### src/rtl/assert_macros.svh
// Assertion macros used by message_duplicate_filter.
// No dependencies; include guard below.
`ifndef ASSERT_MACROS_SVH
`define ASSERT_MACROS_SVH

// Clocked implication check, disabled while reset is high.
`define MDF_ASSERT_CLK(lbl, clk, rst, prop, msg) \
  lbl: assert property (@(posedge clk) disable iff (rst) (prop)) else $error(msg);

// Condition that must never hold at a clock edge outside reset.
`define MDF_ASSERT_NEVER(lbl, clk, rst, cond, msg) \
  lbl: assert property (@(posedge clk) disable iff (rst) !(cond)) else $error(msg);

`endif

### src/rtl/mdf_pkg.sv
// Package for the message duplicate filter: beat types, constants, hash step.
// No dependencies.
package mdf_pkg;

  localparam int HASH_W         = 32;
  localparam int RING_DEPTH_DEF = 16;
  localparam logic [HASH_W-1:0] HASH_SEED = 32'd5381;

  typedef struct packed {
    logic [7:0] data_byte;
    logic       last;
  } mdf_in_t;

  typedef struct packed {
    logic              duplicate;
    logic [HASH_W-1:0] msg_hash;
  } mdf_out_t;

  // request from the compare stage to the cell row
  typedef struct packed {
    logic              insert;
    logic [HASH_W-1:0] hash;
  } ring_req_t;

  // djb2 step: h * 33 + b, mod 2^32
  function automatic logic [HASH_W-1:0] hash_step(input logic [HASH_W-1:0] h,
                                                  input logic [7:0] b);
    hash_step = (h << 5) + h + {{(HASH_W-8){1'b0}}, b};
  endfunction

endpackage

### src/rtl/mdf_cell.sv
// One entry of the seen-hash row: holds a hash, compares it against the probe,
// and takes its neighbor's entry on insert. Depends on mdf_pkg.
module mdf_cell (
  input  logic                       clk,
  input  logic                       rst,
  input  logic                       shift,
  input  logic [mdf_pkg::HASH_W-1:0] din,
  input  logic [mdf_pkg::HASH_W-1:0] probe,
  output logic [mdf_pkg::HASH_W-1:0] entry,
  output logic                       hit
);
  import mdf_pkg::*;

  always_ff @(posedge clk) begin
    if (rst) begin
      entry <= '0;
    end else if (shift) begin
      entry <= din;
    end
  end

  assign hit = (entry == probe);

endmodule

### src/rtl/mdf_ring.sv
// Row of mdf_cell entries acting as the ring of recent hashes.
// Depends on mdf_pkg and mdf_cell.
module mdf_ring #(
  parameter int DEPTH = mdf_pkg::RING_DEPTH_DEF
) (
  input  logic               clk,
  input  logic               rst,
  input  mdf_pkg::ring_req_t req,
  output logic               hit
);
  import mdf_pkg::*;

  logic [HASH_W-1:0] entry [DEPTH];
  logic [DEPTH-1:0]  hit_vec;

  // Insert shifts the row by one: cell 0 takes the new hash and the oldest
  // falls off the far end, same set as overwriting at a wrapping pointer.
  for (genvar i = 0; i < DEPTH; i++) begin : g_cell
    logic [HASH_W-1:0] din;
    if (i == 0) begin : g_head
      assign din = req.hash;
    end else begin : g_link
      assign din = entry[i-1];
    end
    mdf_cell u_cell (
      .clk   (clk),
      .rst   (rst),
      .shift (req.insert),
      .din   (din),
      .probe (req.hash),
      .entry (entry[i]),
      .hit   (hit_vec[i])
    );
  end

  assign hit = |hit_vec;

endmodule

### src/rtl/message_duplicate_filter.sv
// Message duplicate filter: takes one message byte per beat, folds it into a
// djb2 hash (seed 5381, times 33 plus byte), and on the beat marked last gives
// one result with the hash and a flag saying whether it is among the last
// RING_DEPTH new hashes (entries reset to zero, so a zero hash matches). A new
// hash is recorded, displacing the oldest. Sustained rate is one byte per
// cycle unless a held result stalls input. The hash is registered in the
// compare stage, where every cell of the row checks it in parallel and the
// row shifts in the new entry in the same cycle, then in the result register.
// Depends on mdf_pkg, mdf_ring, mdf_cell and assert_macros.svh.
`include "assert_macros.svh"

module message_duplicate_filter #(
  parameter int RING_DEPTH = mdf_pkg::RING_DEPTH_DEF
) (
  input  logic              clk,
  input  logic              rst,
  input  logic              msg_valid,
  output logic              msg_ready,
  input  mdf_pkg::mdf_in_t  msg,
  output logic              res_valid,
  input  logic              res_ready,
  output mdf_pkg::mdf_out_t res
);
  import mdf_pkg::*;

  logic [HASH_W-1:0] running_hash;
  logic [HASH_W-1:0] hash_next;
  logic              cmp_valid;
  logic [HASH_W-1:0] cmp_hash;
  logic              cmp_advance;
  logic              msg_fire;
  logic              ring_hit;
  ring_req_t         ring_req;

  assign cmp_advance = cmp_valid && (!res_valid || res_ready);
  assign msg_ready   = !cmp_valid || cmp_advance;
  assign msg_fire    = msg_valid && msg_ready;
  assign hash_next   = hash_step(running_hash, msg.data_byte);

  // hash accumulate; finished hash moves to the compare stage
  always_ff @(posedge clk) begin
    if (rst) begin
      running_hash <= HASH_SEED;
      cmp_valid    <= 1'b0;
    end else begin
      if (msg_fire) begin
        running_hash <= msg.last ? HASH_SEED : hash_next;
      end
      if (msg_fire && msg.last) begin
        cmp_valid <= 1'b1;
      end else if (cmp_advance) begin
        cmp_valid <= 1'b0;
      end
    end
  end

  always_ff @(posedge clk) begin
    if (msg_fire && msg.last) begin
      cmp_hash <= hash_next;
    end
  end

  assign ring_req.insert = cmp_advance && !ring_hit;
  assign ring_req.hash   = cmp_hash;

  mdf_ring #(.DEPTH(RING_DEPTH)) u_ring (
    .clk (clk),
    .rst (rst),
    .req (ring_req),
    .hit (ring_hit)
  );

  // result register
  always_ff @(posedge clk) begin
    if (rst) begin
      res_valid <= 1'b0;
    end else if (cmp_advance) begin
      res_valid <= 1'b1;
    end else if (res_ready) begin
      res_valid <= 1'b0;
    end
  end

  always_ff @(posedge clk) begin
    if (cmp_advance) begin
      res.duplicate <= ring_hit;
      res.msg_hash  <= cmp_hash;
    end
  end

  `MDF_ASSERT_CLK(a_seed_after_last, clk, rst, msg_fire && msg.last |=> running_hash == HASH_SEED, "hash not reseeded after last byte")
  `MDF_ASSERT_CLK(a_cmp_to_res, clk, rst, cmp_advance |=> res_valid && res.msg_hash == $past(cmp_hash), "compare result lost")
  `MDF_ASSERT_CLK(a_cmp_hold, clk, rst, cmp_valid && !cmp_advance |=> cmp_valid && $stable(cmp_hash), "stalled hash changed")

endmodule
### config.mk
export PLATFORM = sky130hd
export DESIGN_NAME = message_duplicate_filter
export DESIGN_NICKNAME = d
export VERILOG_FILES = /design/src/rtl/mdf_pkg.sv /design/src/rtl/mdf_cell.sv /design/src/rtl/mdf_ring.sv /design/src/rtl/message_duplicate_filter.sv
export VERILOG_INCLUDE_DIRS = /design/src /design/src/rtl
export SDC_FILE = /design/constraint.sdc
export NUM_CORES = 1
export LEC_CHECK = 0
export ABC_AREA = 1
export BUFFER_PORTS_ARGS = -buffer_cell sky130_fd_sc_hd__buf_2
export CORE_MARGIN = 4
export CORE_UTILIZATION = 38
export CTS_BUF_LIST = sky130_fd_sc_hd__clkbuf_16
export DETAILED_ROUTE_END_ITERATION = 8
export PLACE_DENSITY = 0.56
export SYNTH_ARGS = -nofsm -noshare
export SYNTH_HDL_FRONTEND = slang
export SYNTH_SLANG_ARGS = --single-unit
### constraint.sdc
create_clock -name clk -period 6.3 [get_ports clk]
set_clock_uncertainty 0.15 [all_clocks]
set_input_delay 1.575 -clock clk [delete_from_list [all_inputs] [get_ports clk]]
set_output_delay 1.575 -clock clk [all_outputs]
set_load 0.02 [all_outputs]
# --- After elaboration in Yosys (flattened, before gate mapping) ---
# Cells that the tools add are included.
word_totals:
  reg_bits: 611
  in_bits: 13
  output_inout_bits: 35
  elab_cells: 57
classes:
  n_addsub: 2
  n_eq_ne: 16
  muxes: 5
  reduce_logical: 12
op_table:
  columns: ["op", "n"]
  rows:
  - ["$eq 32x32->1", 16]
  - ["$add 32x32->32", 1]
  - ["$add 32x8->32", 1]
  - ["$mux 32", 1]
  - ["$reduce_or 16->1", 1]
  - ["$logic_and 1x1->1", 4]
  - ["$mux 1", 4]
  - ["$reduce_bool 2->1", 2]
  - ["$logic_not 1->1", 3]
  - ["$logic_or 1x1->1", 2]

# --- Depth between registers and ports, before layout ---
depth:
  ltp_word: 7
  mapped_depth: 18
  mapped_depth_nobuf: 16

# --- Modules after synthesis ---
# Synthesis repeated with hierarchy kept, for this count alone.
unflattened:
  cells_unflattened: 5358
  area_unflattened_um2: 35332.6
modules_own_cells:
  columns: ["mod", "instances", "cells_per_inst", "area_per_inst_um2", "seq_area_each_um2"]
  rows:
  - ["mdf_cell", 16, 288, 1833.0, 640.6]
  - ["message_duplicate_filter", 1, 735, 5948.2, 2632.5]
  - ["mdf_ring", 1, 15, 56.3, 0.0]

# --- Worst setup path before layout ---
# Ideal clock, no wire load.
synth_timing:
  path_kind: "input-to-reg"
  from: "in res_ready"
  to: "reg cmp_hash[0] (enable)"
  setup_ps: 422
  arrival_ps: 3547
  t_required_ps: 5728
  path_slack_ps: 2181
  stages: 7
  path_buffers: 1
  path_cell_list: "inv_1 > nand2_1 > nor2_1 > inv_1 > nand2_1 > clkbuf_1 > nor2_1"
synth_via:
  elab_chain_len: 5
synth_lines:
  columns: ["item", "line_no", "rtl"]
  rows:
  - ["from (decl)", "message_duplicate_filter.sv:21", "input logic res_ready,"]
  - ["$logic_or 1x1->1", "message_duplicate_filter.sv:35", "assign cmp_advance = cmp_valid && (!res_valid || res_ready);"]
  - ["$logic_and 1x1->1", "message_duplicate_filter.sv:35", null]
  - ["$logic_or 1x1->1", "message_duplicate_filter.sv:36", "assign msg_ready = !cmp_valid || cmp_advance;"]
  - ["named net msg_ready", "message_duplicate_filter.sv:18", "output logic msg_ready,"]
  - ["$logic_and 1x1->1", "message_duplicate_filter.sv:37", "assign msg_fire = msg_valid && msg_ready;"]
  - ["$logic_and 1x1->1", "message_duplicate_filter.sv:58", "if (msg_fire && msg.last) begin"]
  - ["to (signal assigned)", "message_duplicate_filter.sv:59", "cmp_hash <= hash_next;"]
  - ["to (decl)", "message_duplicate_filter.sv:29", "logic [HASH_W-1:0] cmp_hash;"]
# The timed path passes the listed nets, and every way through them passes these cells.
# A chain may end at the register's enable or synchronous reset.

# --- Worst setup path after layout ---
layout_timing:
  from: "reg cmp_hash[27]"
  to: "reg u_ring.g_cell[4].u_cell.entry[18] (netlist bit)"
layout_via:
  elab_chain_len: 4
  elab_cells_between_ends: 19
  cone_classes: "eq/ne (16); reduce/logical (3)"
layout_lines:
  columns: ["item", "line_no", "rtl"]
  rows:
  - ["$eq 32x32->1", "mdf_cell.sv:22", "assign hit = (entry == probe);"]
  - ["$reduce_or 16->1 *", "mdf_ring.sv:36", "assign hit = |hit_vec;"]
  - ["$logic_not 1->1 *", "message_duplicate_filter.sv:63", "assign ring_req.insert = cmp_advance && !ring_hit;"]
  - ["$logic_and 1x1->1 *", "message_duplicate_filter.sv:63", null]
  - ["to (signal assigned)", "mdf_cell.sv:18", "entry <= din;"]
  - ["to (decl)", "mdf_cell.sv:9", "output logic [mdf_pkg::HASH_W-1:0] entry,"]
# Mark *: on every way between the ends. The rest lies on a longest branch, timed or not.

==> results <==
- The first routing iteration left 2413 violations.
- The flow ran to the end, and the final reports show no timing, DRC or antenna violations.
- Counting the fill cells in the layout gives 9700.
- For this run, the top clock speed supported by timing is 0.206 GHz.
- The cell area that synthesis handed to floorplanning was 34900 sq um.
- Hold is met by 0.326 ns.
- Each instance of the synthesized netlist takes up on average 6.52 sq um.
- The number of setup violations in the final report is 0.
- Setup total negative slack on the finished layout was measured at 0 ns.
- Of the total synthesized cell area, the portion taken by XOR and XNOR cells is 5.96%.
- The die outline height is 311 microns.
- The number of clock sinks is 611.
- The first global-routing pass estimated 152000 microns of wire.
- Dividing the detail-routed wire length by the instance count gives 14.8 microns.
- By area, the combinational part of the netlist is dominated by simple AND/OR/NAND/NOR gates.
- The worst-skew pair later-pin latency is 0.64 ns.
- The final hold violation count is 0.
- The type of the worst setup path is reg2reg.
- The post-synthesis net count is 5420.
- The tool flagged a number of max-cap violations equal to 0.
- The die covers 96600 sq um.
- After clock tree synthesis, the setup repair step added 0 buffers.
- The final count of pins violating max slew is 0.
- During synthesis, Yosys emitted a total of 0 warnings.
- The cell occurring most often along the worst timing path is sky130_fd_sc_hd__nand2_1.
- During I/O placement, the number of pins put on the boundary was 48.
- The peak per-stage delay on the critical path is 0.92 ns.
- In this run the worst path has a maximum fanout of 109.
- The final estimated routing congestion in global placement is 0.869.
- The part of the Yosys area used for sequential elements is 37.0%.
- The number of port buffers is 47.
- The count of antenna diodes in the layout is 0.
- The first TritonRoute pass finished after 5 iterations.
- For the worst setup path, the data required time is 6.68 ns.
- The arithmetic-cell share of the synthesized area counting full adders, half adders and majority gates is 2.31%.
- Setup repair after global routing left no endpoint under its margin.
- The nature of the critical path startpoint is a flop.
- The pin count of the biggest net entering global routing is 263.
- For this run the aggregate overflow at the end of global routing stands at 0.
- The cell area power density is 269 nW/um^2.
- The number of buffers inserted during clock tree synthesis is 74.
- The kind of end point of the critical path is a flop.
- The worst vdd rail ir drop is 0.190 mV.
- The buffer cell driving the clock tree root is sky130_fd_sc_hd__clkbuf_16.
- The count of hold-fix buffers inserted at cts is 0.
- The synthesized netlist devotes 8.98% of its cell area to compound gates.
- The leakage power is 15.1 nW.
- The core region area is 90600 sq um.
- The detailed-route vias per instance is 4.89.
- The number of global-route vias before repair is 28400.
- The wire length after detailed routing is 94300 microns.
- Summed over all nets, the half-perimeter wirelength after detailed placement is 60100 microns.
- For this configuration, the core starts out at a cell density of 38.5%.
- From left edge to right edge, the die measures 311 microns.
- The detailed-route DRC error count is 0.
- The cell with the largest stage delay on the worst path is sky130_fd_sc_hd__buf_4.
- Traced cell by cell, the critical path runs through inv_2 -> nand2_1 -> nand4_1 -> nor2_1 -> nand2_1 -> nor2_1 -> nand2_1 -> nand2_1 -> nor2_1 -> nand2_1 -> nor2_4 -> buf_4 -> buf_4 -> nand3_1 -> nand2_1 -> nor2_1.
- The post-route clock period utilization is 77.2%.
- Measured against its own limit, the worst slew margin works out to 18.4%.
- The clock transition at the register clock pins on the worst setup and hold paths after CTS is 0.06 ns.
- Once detail routing completed, the nets flagged for antenna violations numbered 0.
- The type of the worst min-delay path is reg2reg.
- The number of gates resized after CTS was 0.
- The floorplan has 110 rows.
- Synthesis produced a netlist whose cell count is 5345.
- The final net count is 5222.
- Counting flops and latches in the post-synthesis netlist gives 611.
- The number of buffers on the longest clock path is 3.
- For the pin with the worst max-slew slack, the measured transition is 1.22 ns.
- The initial antenna violation count was 0.
- Across every metal layer, demand over resource in global routing totals 18.9%.
- The CTS tree is done.
- The share of post-route cells with drive strength above 1 is 4.44%.
- The post-synthesis share of cell area spent on and, or, nand and nor gates is 34.1%.
- The H-tree was split into 3 levels.
- Data arrives at the worst endpoint at 5.24 ns.
- Detailed routing inserted a total of 31200 vias.
- The area growth from synthesis to layout is 7.62%.
- The worst path in the final design needs a cycle of 4.87 ns, including I/O delays and setup.
- The multiplexer share of the synthesized area is 0%.
- The count of unique library cells instantiated by Yosys is 31.
-- per-stage QoR --
step	util (%)	cells	total power, W	setup slack, ns	cell area, sq um
floorplan	-	5345	0.00562	2.18	34900
CTS	41.4	6383	0.0102	1.47	37500
finish	41.4	6383	0.0101	1.43	37500
global route	41.4	6383	0.0106	0.990	37500
detailed placement	38.8	6247	0.00603	1.48	35200
global placement	38.8	6247	0.00602	1.53	35200
-- worst max-delay path, delay by kind of cell (launching register included) --
| kind | cells | cell delay [ns] |
|---|---|---|
| buf+inv | 3 | 2.12 |
| simple gates | 13 | 1.67 |
| flops | 1 | 0.74 |
-- logic make-up (layout without fill, tap and decap cells) --
family | count (synthesis) | after routing
and+or+nand+nor | 2879 | 2879
buffers and inverters | 935 | 797
AOI/OAI and AO/OA | 621 | 621
DFF | 611 | 611
xor gates and xnor gates | 237 | 237
adders and majority gates | 62 | 62
-- cells in the mapped netlist (all sizes together) --
cell type | n | area [sq um]
buf | 269 | 1590
a21oi | 584 | 2920
fa | 4 | 80.1
o211ai | 1 | 7.51
clkinv | 1 | 3.75
edfxtp | 65 | 1950
or2 | 1 | 6.26
a21o | 2 | 15.0
nand4 | 142 | 888
o21bai | 2 | 15.0
nand3 | 533 | 2670
clkbuf | 105 | 394
dfxtp | 546 | 10900
nor3 | 7 | 35.0
o21a | 1 | 7.51
ha | 58 | 726
and2 | 7 | 43.8
o31ai | 1 | 7.51
xor2 | 24 | 210
nand2 | 1471 | 5520
nand3b | 2 | 15.0
xnor2 | 213 | 1870
inv | 560 | 2100
nor2 | 716 | 2700
o21ai | 29 | 145
a21boi | 1 | 7.51
-- worst paths after layout --
path / startpoint / endpoint / slack, ns / cells past startpoint
worst max-delay path: cmp_hash[27]$_DFFE_PP_ / u_ring.g_cell[4].u_cell.entry[18]$_SDFFE_PP0P_ / 1.43 / 16
worst min-delay path: running_hash[27]$_SDFFE_PP0P_ / running_hash[27]$_SDFFE_PP0P_ / 0.33 / 2
worst max register to register: cmp_hash[27]$_DFFE_PP_ / u_ring.g_cell[4].u_cell.entry[18]$_SDFFE_PP0P_ / 1.43 / 16
worst min register to register: running_hash[27]$_SDFFE_PP0P_ / running_hash[27]$_SDFFE_PP0P_ / 0.33 / 2
-- where the power goes --
part	switching (W)	internal (W)	total (W)
Sequential	0.000261	0.00416	0.00442
Clock	0.00177	0.00238	0.00415
Combinational	0.000929	0.000588	0.00152
Total	0.00296	0.00713	0.0101
-- layer usage --
layer  wire length, microns  GRT usage (%)  part of all wire [%]  vias up
li1                       -              -                     -    16500
met3                   2700           2.28                   2.9      144
met5                      0              0                     0        -
met2                  43700           31.5                    46      428
met4                   3060           6.24                   3.2        0
met1                  44800           25.4                    48    14200
-- sequential cells by signal (all words and copies together) (netlist names) --
name                        flops
u_ring.g_cell.u_cell.entry    512
res                            33
cmp_valid                       1
running_hash                   32
res_valid                       1
cmp_hash                       32
-- cell type report --
| type | instances | area (sq um) | share of cell area [%] |
|---|---|---|---|
| clock buffer | 77 | 1930 | 5.14 |
| clock inverter | 59 | 403 | 1.07 |
| tap | 1176 | 1470 | 3.92 |
| multi-input combinational | 3799 | 17900 | 47.7 |
| timing repair buffer | 100 | 808 | 2.16 |
| sequential | 611 | 12900 | 34.3 |
| inverter | 561 | 2110 | 5.63 |
-- cell usage in the layout (no fill, tap or decap), types with 4 or more instances in the layout --
master                         n
sky130_fd_sc_hd__inv_2        25
sky130_fd_sc_hd__clkinv_1     20
sky130_fd_sc_hd__buf_2        47
sky130_fd_sc_hd__and2_1        7
sky130_fd_sc_hd__nor3_1        7
sky130_fd_sc_hd__inv_1       550
sky130_fd_sc_hd__nand4_1     142
sky130_fd_sc_hd__edfxtp_1     65
sky130_fd_sc_hd__nand3_1     533
sky130_fd_sc_hd__clkinv_2     11
sky130_fd_sc_hd__inv_6         4
sky130_fd_sc_hd__buf_12       14
sky130_fd_sc_hd__a21oi_1     583
sky130_fd_sc_hd__ha_1         58
sky130_fd_sc_hd__clkbuf_16    77
sky130_fd_sc_hd__nor2_1      714
sky130_fd_sc_hd__fa_1          4
sky130_fd_sc_hd__buf_4        39
sky130_fd_sc_hd__xnor2_1     213
sky130_fd_sc_hd__nand2_1    1471
sky130_fd_sc_hd__xor2_1       24
sky130_fd_sc_hd__bufinv_16     4
sky130_fd_sc_hd__dfxtp_1     546
sky130_fd_sc_hd__o21ai_0      29
Note: power is estimated with default switching activity, not from simulation.
